===== src/sv/msf_tsd_pkg.sv =====
// Package for the MSF time signal bit decoder.
// Holds the segment and result types and the division-count constants.
// No dependencies.
package msf_tsd_pkg;

  localparam int DivW = 4;
  localparam int SecW = 8;

  localparam logic [DivW-1:0] DIV_ONE    = 4'd1;
  localparam logic [DivW-1:0] DIV_TWO    = 4'd2;
  localparam logic [DivW-1:0] DIV_THREE  = 4'd3;
  localparam logic [DivW-1:0] DIV_MARK   = 4'd5;
  localparam logic [DivW-1:0] DIV_ON_1X  = 4'd7;
  localparam logic [DivW-1:0] DIV_ON_10  = 4'd8;
  localparam logic [DivW-1:0] DIV_ON_00  = 4'd9;

  localparam logic signed [SecW-1:0] SEC_NONE = -8'sd1;
  localparam logic signed [SecW-1:0] SEC_MAX  = 8'sd127;
  localparam logic signed [SecW-1:0] SEC_ZERO = 8'sd0;
  localparam logic signed [SecW-1:0] SEC_ONE  = 8'sd1;

  typedef struct packed {
    logic            carrier_on;
    logic [DivW-1:0] div_count;
  } seg_t;

  typedef struct packed {
    logic signed [SecW-1:0] seconds_number;
    logic                   bit_a;
    logic                   bit_b;
    logic                   locked;
    logic                   pair_ready;
  } res_t;

endpackage


===== src/sv/msf_tsd_in_reg.sv =====
// Input register for the MSF time signal bit decoder.
// Holds one carrier segment until the decode stage takes it; uses msf_tsd_pkg.
module msf_tsd_in_reg
  import msf_tsd_pkg::*;
(
  input  logic clk,
  input  logic rst_n,
  input  logic in_valid,
  output logic in_stall,
  input  seg_t in_seg,
  input  logic advance,
  output logic seg_vld,
  output seg_t seg
);

  logic vld_r;
  logic vld_nxt;
  seg_t seg_r;
  logic load;

  assign in_stall = vld_r & ~advance;
  assign load     = in_valid & ~in_stall;
  assign vld_nxt  = load | (vld_r & ~advance);

  always_ff @(posedge clk) begin
    if (!rst_n) begin
      vld_r <= 1'b0;
    end else begin
      vld_r <= vld_nxt;
    end
    if (load) begin
      seg_r <= in_seg;
    end
  end

  assign seg_vld = vld_r;
  assign seg     = seg_r;

endmodule


===== src/sv/msf_tsd_core.sv =====
// Decode state machine of the MSF time signal bit decoder.
// Classifies one segment per cycle while advance is high and updates sync, count and bits; uses msf_tsd_pkg.
module msf_tsd_core
  import msf_tsd_pkg::*;
(
  input  logic clk,
  input  logic rst_n,
  input  logic advance,
  input  seg_t seg,
  output res_t res
);

  typedef enum logic [2:0] {
    ST_MARK_START = 3'd0,
    ST_MARK_END   = 3'd1,
    ST_NEXT_SEC   = 3'd2,
    ST_END_11     = 3'd3,
    ST_END_10     = 3'd4,
    ST_0X_ON      = 3'd5,
    ST_01_OFF     = 3'd6,
    ST_END_01     = 3'd7
  } state_t;

  state_t                 state_r, state_nxt;
  logic signed [SecW-1:0] count_r, count_nxt;
  logic                   lock_r, lock_nxt;
  logic                   bit_a_r, bit_a_nxt;
  logic                   bit_b_r, bit_b_nxt;
  logic                   ready;
  logic                   take;
  logic                   take_a;
  logic                   take_b;
  logic                   on;
  logic [DivW-1:0]        d;
  logic signed [SecW-1:0] count_inc;

  assign on        = seg.carrier_on;
  assign d         = seg.div_count;
  assign count_inc = (count_r == SEC_MAX) ? count_r : count_r + SEC_ONE;

  always_comb begin
    state_nxt = ST_MARK_START;
    count_nxt = count_r;
    lock_nxt  = lock_r;
    bit_a_nxt = bit_a_r;
    bit_b_nxt = bit_b_r;
    ready     = 1'b0;
    take      = 1'b0;
    take_a    = 1'b0;
    take_b    = 1'b0;
    case (state_r)
      ST_MARK_END: begin
        if (on && d == DIV_MARK) begin
          lock_nxt  = 1'b1;
          count_nxt = SEC_ZERO;
          bit_a_nxt = 1'b1;
          bit_b_nxt = 1'b1;
          state_nxt = ST_NEXT_SEC;
          ready     = 1'b1;
        end
      end
      ST_NEXT_SEC: begin
        if (!on) begin
          if (d == DIV_ONE) begin
            state_nxt = ST_0X_ON;
          end else if (d == DIV_TWO) begin
            state_nxt = ST_END_10;
          end else if (d == DIV_THREE) begin
            state_nxt = ST_END_11;
          end else if (d == DIV_MARK) begin
            state_nxt = ST_MARK_END;
          end
        end
      end
      ST_END_11: begin
        if (on && d == DIV_ON_1X) begin
          take   = 1'b1;
          take_a = 1'b1;
          take_b = 1'b1;
        end
      end
      ST_END_10: begin
        if (on && d == DIV_ON_10) begin
          take   = 1'b1;
          take_a = 1'b1;
        end
      end
      ST_0X_ON: begin
        if (on && d == DIV_ON_00) begin
          take = 1'b1;
        end else if (on && d == DIV_ONE) begin
          state_nxt = ST_01_OFF;
        end
      end
      ST_01_OFF: begin
        if (!on && d == DIV_ONE) begin
          state_nxt = ST_END_01;
        end
      end
      ST_END_01: begin
        if (on && d == DIV_ON_1X) begin
          take   = 1'b1;
          take_b = 1'b1;
        end
      end
      default: begin
        lock_nxt  = 1'b0;
        count_nxt = SEC_NONE;
        if (!on && d == DIV_MARK) begin
          state_nxt = ST_MARK_END;
        end
      end
    endcase
    if (take) begin
      bit_a_nxt = take_a;
      bit_b_nxt = take_b;
      count_nxt = count_inc;
      state_nxt = ST_NEXT_SEC;
      ready     = 1'b1;
    end
  end

  always_ff @(posedge clk) begin
    if (!rst_n) begin
      state_r <= ST_MARK_START;
      count_r <= SEC_NONE;
      lock_r  <= 1'b0;
      bit_a_r <= 1'b0;
      bit_b_r <= 1'b0;
    end else if (advance) begin
      state_r <= state_nxt;
      count_r <= count_nxt;
      lock_r  <= lock_nxt;
      bit_a_r <= bit_a_nxt;
      bit_b_r <= bit_b_nxt;
    end
  end

  assign res.seconds_number = count_nxt;
  assign res.bit_a          = bit_a_nxt;
  assign res.bit_b          = bit_b_nxt;
  assign res.locked         = lock_nxt;
  assign res.pair_ready     = ready;

  // Every second-decoding state is reachable only through a completed marker.
  a_lock_in_sec_states: assert property (@(posedge clk) disable iff (!rst_n)
    (state_r != ST_MARK_START && state_r != ST_MARK_END) |-> lock_r)
    else $error("decode state past the marker without lock");

  a_lock_has_count: assert property (@(posedge clk) disable iff (!rst_n)
    lock_r |-> (count_r != SEC_NONE))
    else $error("locked while the seconds count is unset");

  a_pair_when_locked: assert property (@(posedge clk) disable iff (!rst_n)
    (advance && ready) |=> (lock_r && state_r == ST_NEXT_SEC))
    else $error("new bit pair without lock");

endmodule


===== src/sv/msf_tsd_out_reg.sv =====
// Result register for the MSF time signal bit decoder.
// Holds one result until the receiver takes it; uses msf_tsd_pkg.
module msf_tsd_out_reg
  import msf_tsd_pkg::*;
(
  input  logic clk,
  input  logic rst_n,
  input  logic res_vld,
  input  res_t res,
  output logic can_load,
  output logic out_valid,
  input  logic out_stall,
  output res_t out_res
);

  logic vld_r;
  logic vld_nxt;
  res_t res_r;
  logic load;

  assign can_load = ~vld_r | ~out_stall;
  assign load     = res_vld & can_load;
  assign vld_nxt  = load | (vld_r & out_stall);

  always_ff @(posedge clk) begin
    if (!rst_n) begin
      vld_r <= 1'b0;
    end else begin
      vld_r <= vld_nxt;
    end
    if (load) begin
      res_r <= res;
    end
  end

  assign out_valid = vld_r;
  assign out_res   = res_r;

endmodule


===== src/sv/msf_time_signal_bit_decoder_unit.sv =====
// Top level of the MSF time signal bit decoder.
// Instantiates msf_tsd_in_reg, msf_tsd_core and msf_tsd_out_reg; uses msf_tsd_pkg.
//
// Each request is one finished carrier segment (level and length in 100 ms
// divisions) and yields exactly one result: the seconds count since the minute
// marker (-1 while unsynchronized, saturating at 127), the latest A and B bits,
// the lock flag, and a flag for a segment that completed a new A/B pair. The
// block takes one segment per clock while the receiver does not stall. A
// request is held in the input register, then passes through the
// combinational next-state logic into the result register, where it waits
// until the receiver takes it. A lost sync clears the count and lock on the
// following segment.
module msf_time_signal_bit_decoder_unit
  import msf_tsd_pkg::*;
(
  input  logic                   clk,
  input  logic                   rst_n,
  input  logic                   in_valid,
  output logic                   in_stall,
  input  logic                   in_carrier_on,
  input  logic [DivW-1:0]        in_div_count,
  output logic                   out_valid,
  input  logic                   out_stall,
  output logic signed [SecW-1:0] out_seconds_number,
  output logic                   out_bit_a,
  output logic                   out_bit_b,
  output logic                   out_locked,
  output logic                   out_pair_ready
);

  seg_t in_seg;
  seg_t seg;
  logic seg_vld;
  logic can_load;
  logic advance;
  res_t res;
  res_t out_res;

  assign in_seg.carrier_on = in_carrier_on;
  assign in_seg.div_count  = in_div_count;
  assign advance           = seg_vld & can_load;

  msf_tsd_in_reg u_in_reg (
    .clk      (clk),
    .rst_n    (rst_n),
    .in_valid (in_valid),
    .in_stall (in_stall),
    .in_seg   (in_seg),
    .advance  (advance),
    .seg_vld  (seg_vld),
    .seg      (seg)
  );

  msf_tsd_core u_core (
    .clk     (clk),
    .rst_n   (rst_n),
    .advance (advance),
    .seg     (seg),
    .res     (res)
  );

  msf_tsd_out_reg u_out_reg (
    .clk       (clk),
    .rst_n     (rst_n),
    .res_vld   (seg_vld),
    .res       (res),
    .can_load  (can_load),
    .out_valid (out_valid),
    .out_stall (out_stall),
    .out_res   (out_res)
  );

  assign out_seconds_number = out_res.seconds_number;
  assign out_bit_a          = out_res.bit_a;
  assign out_bit_b          = out_res.bit_b;
  assign out_locked         = out_res.locked;
  assign out_pair_ready     = out_res.pair_ready;

endmodule

===== config.mk =====
export PLATFORM = sky130hd
export DESIGN_NAME = msf_time_signal_bit_decoder_unit
export DESIGN_NICKNAME = d
export VERILOG_FILES = /design/src/sv/msf_tsd_pkg.sv /design/src/sv/msf_tsd_in_reg.sv /design/src/sv/msf_tsd_core.sv /design/src/sv/msf_tsd_out_reg.sv /design/src/sv/msf_time_signal_bit_decoder_unit.sv
export SDC_FILE = /design/constraint.sdc
export NUM_CORES = 1
export LEC_CHECK = 0
export ABC_CLOCK_PERIOD_IN_PS = 2360
export BUFFER_PORTS_ARGS = -buffer_cell sky130_fd_sc_hd__buf_2
export CORE_ASPECT_RATIO = 1.75
export CORE_MARGIN = 5
export CORE_UTILIZATION = 56
export DETAILED_ROUTE_END_ITERATION = 8
export MAX_ROUTING_LAYER = met4
export PLACE_DENSITY = 0.81
export SYNTH_ARGS = -nofsm -noshare
export SYNTH_HDL_FRONTEND = slang
export SYNTH_SLANG_ARGS = --single-unit

===== constraint.sdc =====
create_clock -name clk -period 2.36 [get_ports clk]
set_clock_uncertainty 0.1 [all_clocks]
set_input_delay 0.472 -clock clk [delete_from_list [all_inputs] [get_ports clk]]
set_output_delay 0.472 -clock clk [all_outputs]
set_load 0.005 [all_outputs]

==> run summary, run 1 <==
Root buf cell = clkbuf_8
Drt drc = 0
Initial Util = 56.8%
Via/cell ratio = 6.20
Final wirelength = 3.99 mm
Largest net degree at the start of global routing = 18
Sequential element share of the synthesized area = 47.6%
Cells after Synth = 167
Share of total power in sequential cells = 46.1%
Rel. slew slack = 68.6%
Yosys warnings = 0
# clock sinks = 33
Wirelength per Cell = 17.0 um
CTS tree = done
CTS buffer count = 5
Syn-to-layout area delta = 15.8%
Post-route cell area = 2020 sq um
Vias in the first global route = 1484
Mean cell area of the mapped netlist = 10.5 sq um
Clock transition at path regs = 0.07 ns
Gates resized, CTS repair = 0
First-pass GRT wire length = 6.75 mm
Initial antenna violation count = 0
Final Max Slew Viols = 0
Overflow after GRT = 0
Psw = 0.301 mW
Final worst path period share = 89.1%
Placed Cells = 227
Top Ports = 23
Worst skew pair latency = 0.29 ns
Final net count = 201
Crit. End Element = flip-flop
Ys flop type = edfxtp_1
ANT nets after route = 0
Most common cell after layout, fill and taps aside = buf_2
Die area = 4380 sq um
FFs w/ async S/R, synth = 0%
Site Rows = 27
Hpwl dp = 2.86 mm
Switching share of total power = 21.6%
IR Drop Worst-Case VDD = 645 uV
Data required, critical path = 2.29 ns
Worst EP arrival = 2.03 ns
Setup bufs post-CTS = 0
Hold Vio Cnt, Final = 0
F_max = 0.475 GHz
Clock buffer depth = 2
Share of cells above drive strength 1 = 26.6%
Critical path launch point type = flip-flop
Clock power share = 44.7%
Gr usage total = 20.9%
Hold_buf cts = 0
Final Wtd Congestion = 0.947
Syn_nets = 177
Maxcap violations = 0
CP Class = reg -> reg
Crit Path Max Fanout = 13
FILL cells = 249
Final min period = 2.10 ns
Status = finished clean
Core area = 3070 sq um
Antenna diodes = 0
Synth cell types = 55
Most frequent cells in the layout = 22 x buf_2, 17 x edfxtp_1, 16 x dfxtp_1, 10 x nand2_1, 9 x a21oi_1
Layout Cells excl Fill = 235
Total number of vias = 1456
Combinational Power Share = 9.2%
Worst r2r path cells = 5
Min-delay worst type = in -> reg
#FFs+latches synth = 33
Mapped cell area = 1750 sq um
H-tree Lvls = 2
Die Width = 52.2 um
R2R setup slack = 0.26 ns
I/O Buffers = 22
DR iter-0 viols = 51
Final setup vio count = 0
RSZ-0062 raised after global routing = false
Die Ht = 83.9 um
Internal Power = 1.09 mW
Drt first pass iters = 4
P_leak = 0.765 nW
Multi-input gate area = 827 sq um
EDFF count, synth = 17
Register area = 831 sq um
Placed cell area = 1890 sq um
Setup_tns = 0 ns
Pwr/cell area = 689 nW/um^2
Worst-Margin Slew = 0.465 ns
Hold Crit Depth = 1
## cells by family (layout without fill, tap and decap cells)
kind of cell	Yosys count	after routing	share of synthesized area (%)
AO/OA/AOI/OAI	58	58	24.9
AND/OR/NAND/NOR	54	54	19.4
adder cells (fa/ha/maj)	1	1	0.716
XOR/XNOR	2	2	1.00
flip-flops	33	33	47.6
multiplexers	2	2	1.29
buffers and inverters	17	42	5.09
## metrics by stage
stage / setup slack (ns) / hold slack [ns] / power [mW] / util [%]
6_report: 0.256 / 0.253 / 1.39 / 65.8
5_1_grt: 0.148 / 0.252 / 1.44 / 65.8
4_1_cts: 0.251 / 0.249 / 1.40 / 65.8
3_5_place_dp: 0.293 / 0.367 / 0.779 / 61.5
3_3_place_gp: 0.381 / 0.361 / 0.774 / 61.5
2_1_floorplan: 0.447 / 0.341 / 0.738 / -
## cells in the mapped netlist (2+ instances only)
library cell	number	share of area, %
a211oi_2	2	1.4
a41oi_1	2	1.0
a211oi_1	4	1.7
nor2b_1	2	0.72
o21ai_0	6	1.7
nor2_1	8	1.7
buf_2	5	1.4
buf_6	2	1.3
a21oi_1	9	2.6
a21boi_0	4	1.7
o21a_1	3	1.3
and4_1	2	1.0
inv_1	6	1.3
dfxtp_1	16	18
edfxtp_1	17	29
o221a_1	2	1.3
and3_1	4	1.4
o211ai_1	6	2.6
nand3_1	4	1.1
o21ai_1	2	0.57
nand4_1	6	2.1
o311ai_1	2	1.0
o31ai_1	2	0.86
clkbuf_1	3	0.64
a32oi_1	2	1.0
nand2_1	10	2.1
and2_1	4	1.4
o2111ai_1	2	1.0
a31oi_1	4	1.4
## power by group through the flow
stage          sequential (mW)  combinational [mW]  clock, mW
6_report                 0.642               0.129      0.622
3_5_place_dp             0.653               0.127          0
2_1_floorplan            0.641              0.0974          0
4_1_cts                  0.641               0.127      0.630
5_1_grt                  0.643               0.143      0.657
3_3_place_gp             0.651               0.123          0
## layout make-up
class	instances	area share (%)
multi-input cells	117	40.9
clock inverters	3	3.22
flip-flops and latches	33	41.1
clock buffers	5	3.40
inverters	6	1.11
well taps	43	2.66
repair buffers	28	7.67
## layer usage
metal  share of wire, %  GRT usage [%]
met4                2.1           9.53
met5                  0              -
met1                 39           22.5
met2                 53           35.2
met3                5.3           5.01
## state kept, by name, summed over array words and instances, names as in the netlist
register / count
u_out_reg.out_valid: 1
u_core.bit_a_r: 1
u_core.count_r: 8
u_in_reg.seg_vld: 1
u_out_reg.out_res: 12
u_core.state_r: 3
u_core.bit_b_r: 1
u_in_reg.seg: 5
u_core.lock_r: 1
## worst max-delay path: stages, from the launching register on
cell and delay (ns):
edfxtp_1 0.52, nor4b_4 0.34, a32o_2 0.28, nand2_2 0.20, o31ai_2 0.34, a21oi_1 0.07
## path summary, 6_finish.rpt
| check | from | endpoint |
|---|---|---|
| setup / recovery | u_in_reg.seg[1] | u_out_reg.out_res[4] |
| hold / removal | in_div_count[3] | u_in_reg.seg[3] |
| setup reg to reg | u_in_reg.seg[1] | u_out_reg.out_res[4] |
| hold reg to reg | u_core.lock_r | u_core.lock_r |
Note: power is estimated with default switching activity, not from simulation.
==> inputs of run 2 (changes only) <==
- CORE_ASPECT_RATIO: 1.75 -> 1.2
- PLACE_DENSITY: 0.81 -> 0.9
==> run 2 against run 1 <==
Net effect: first-iteration DRC count is 100% higher; sequential share of layout area is 2.1 points higher; global-route usage is 0.44 points lower; die area is 0.90% lower; worst hold slack worse by 0.053 ns; final cell count is 3.8% lower; clock-buffer cell count is 3 higher; wire length is 2.2% lower; fmax is 0.77% lower; highest routed layer unchanged; register-to-register slack worse by 0.02 ns; sequential power hardly changed.
==> run summary, run 2 (synthesis results as in run 1) <==
Status = finished clean
Pwr/cell area = 566 nW/um^2 (-18%)
Core area = 3030 sq um (-1.5%)
Hold_buf cts = 0 (unchanged)
Vias in the first global route = 1385 (-6.7%)
Syn-to-layout area delta = 10.2%
# clock sinks = 33 (unchanged)
Final Wtd Congestion = 0.855 (-9.7%)
Initial antenna violation count = 0 (unchanged)
Slowest-stage cell, CP = edfxtp_1
Worst R2R Start = u_in_reg.seg[1]
First-pass GRT wire length = 6.43 mm (-4.7%)
CTS buffer count = 5 (unchanged)
Setup bufs post-CTS = 0 (unchanged)
Clock transition at path regs = 0.09 ns (+0.02 ns)
Most common cell after layout, fill and taps aside = buf_2
Initial Util = 57.7% (+0.87 points)
Hpwl dp = 2.82 mm (-1.4%)
Clock buffer depth = 2 (unchanged)
Overflow after GRT = 0 (unchanged)
IR Drop Worst-Case VDD = 430 uV (-33%)
Die area = 4340 sq um (-0.90%)
WP depth = 5 (unchanged)
Layout Cells excl Fill = 226 (-3.8%)
Power Total = 1.09 mW (-22%)
Worst skew pair latency = 0.35 ns (+0.06 ns)
Final wirelength = 3.90 mm (-2.2%)
Placed cell area = 1870 sq um (-1.3%)
Rel. slew slack = 54.3% (-14 points)
Wirelength per Cell = 17.3 um (+1.7%)
Critical path buffer and inverter count = 0 (unchanged)
Largest net degree at the start of global routing = 18 (unchanged)
Worst EP arrival = 2.10 ns (+0.07 ns)
Final Max Slew Viols = 0 (unchanged)
RSZ-0062 raised after global routing = false
Crit Path Max Fanout = 13 (unchanged)
Hold Vio Cnt, Final = 0 (unchanged)
CP Class = reg -> reg
Most frequent cells in the layout = 22 x buf_2, 17 x edfxtp_1, 16 x dfxtp_1, 10 x nand2_1, 9 x a21oi_1
Final worst path period share = 89.8% (+0.69 points)
Placed Cells = 218 (-4.0%)
Data required, critical path = 2.34 ns (+0.05 ns)
Maxcap violations = 0 (unchanged)
HP Start = in_div_count[1]
Min-delay worst type = in -> reg
DR iter-0 viols = 102 (+100%)
ANT nets after route = 0 (unchanged)
F_max = 0.472 GHz (-0.77%)
Final net count = 199 (-1.0%)
Setup_tns = 0 ns (unchanged)
Die Ht = 71.2 um (-15%)
Drt first pass iters = 4 (unchanged)
CTS tree = done
Top Ports = 23 (unchanged)
Post-layout util = 63.6% (-2.3 points)
Worst path top cell family by delay = simple AND/OR/NAND/NOR gates
Final setup vio count = 0 (unchanged)
Site Rows = 22 (-19%)
CP max stage delay = 0.52 ns (about the same)
Final min period = 2.12 ns (+0.0162 ns)
Reg2reg end = u_out_reg.out_res[11]
WHS = 0.200 ns (-0.0526 ns)
Total number of vias = 1468 (+0.82%)
Gates resized, CTS repair = 0 (unchanged)
Max FFs per register = 12 (unchanged)
H-tree Lvls = 2 (unchanged)
Post-route cell area = 1920 sq um (-4.9%)
P_leak = 0.720 nW (-5.9%)
I/O Buffers = 22 (unchanged)
Critical path launch point type = flip-flop
Dpl ws = 0.296 ns (+0.00312 ns)
Antenna diodes = 0 (unchanged)
Worst setup endpoint = u_out_reg.out_res[11]
Via/cell ratio = 6.50 (+4.8%)
Worst-Margin Slew = 0.681 ns (+0.217 ns)
Crit path from = u_in_reg.seg[1]
Crit. End Element = flip-flop
R2R setup slack = 0.24 ns (-0.02 ns)
Gr usage total = 20.5% (-0.44 points)
Root buf cell = clkbuf_4
Worst r2r path cells = 5 (unchanged)
Setup WS post-layout = 0.240 ns (-0.0162 ns)
Share of cells above drive strength 1 = 24.7% (-1.8 points)
Crit-path cells = nor4b_4 -> a32o_2 -> nand2_2 -> o211ai_1 -> nand3_1
Drt drc = 0 (unchanged)
Die Width = 61.0 um (+17%)
run 2: how the worst min path moves through the flow:
stage	to	slack [ns]	cells past startpoint
floorplan	u_core.lock_r	0.34	2
global placement	u_core.lock_r	0.36	2
detailed placement	u_core.lock_r	0.40	2
CTS	u_in_reg.seg[1]	0.19	1
global route	u_in_reg.seg[1]	0.17	1
finish	u_in_reg.seg[1]	0.20	1
run 2: layout make-up:
type                       count  area (sq um)
sequential                    33           831
tap                           36          45.0
inverter                       6          22.5
clock buffer                   8          58.8
multi-input combinational    117           827
fill                         261          1100
timing repair buffer          26           140
run 2: power by group:
part	total [mW]	internal [mW]	leakage, nW	switching [mW]
logic	0.122	0.0495	0.417	0.0721
registers	0.642	0.619	0.271	0.0237
clock network	0.325	0.147	0.0326	0.179
total	1.09	0.815	0.720	0.275
run 2: worst register-to-register path, cell delays in order (launching register included):
cell and delay, ns:
edfxtp_1 0.52, nor4b_4 0.33, a32o_2 0.28, nand2_2 0.21, o211ai_1 0.32, nand3_1 0.11
run 2: metal layers:
layer / GRT usage [%] / vias up / share of wire, %
met3: 5.47 / 14 / 8.0
met5: - / - / 0
li1: - / 697 / -
met1: 24.8 / 688 / 39
met4: 9.16 / 0 / 2.6
met2: 31.4 / 69 / 50
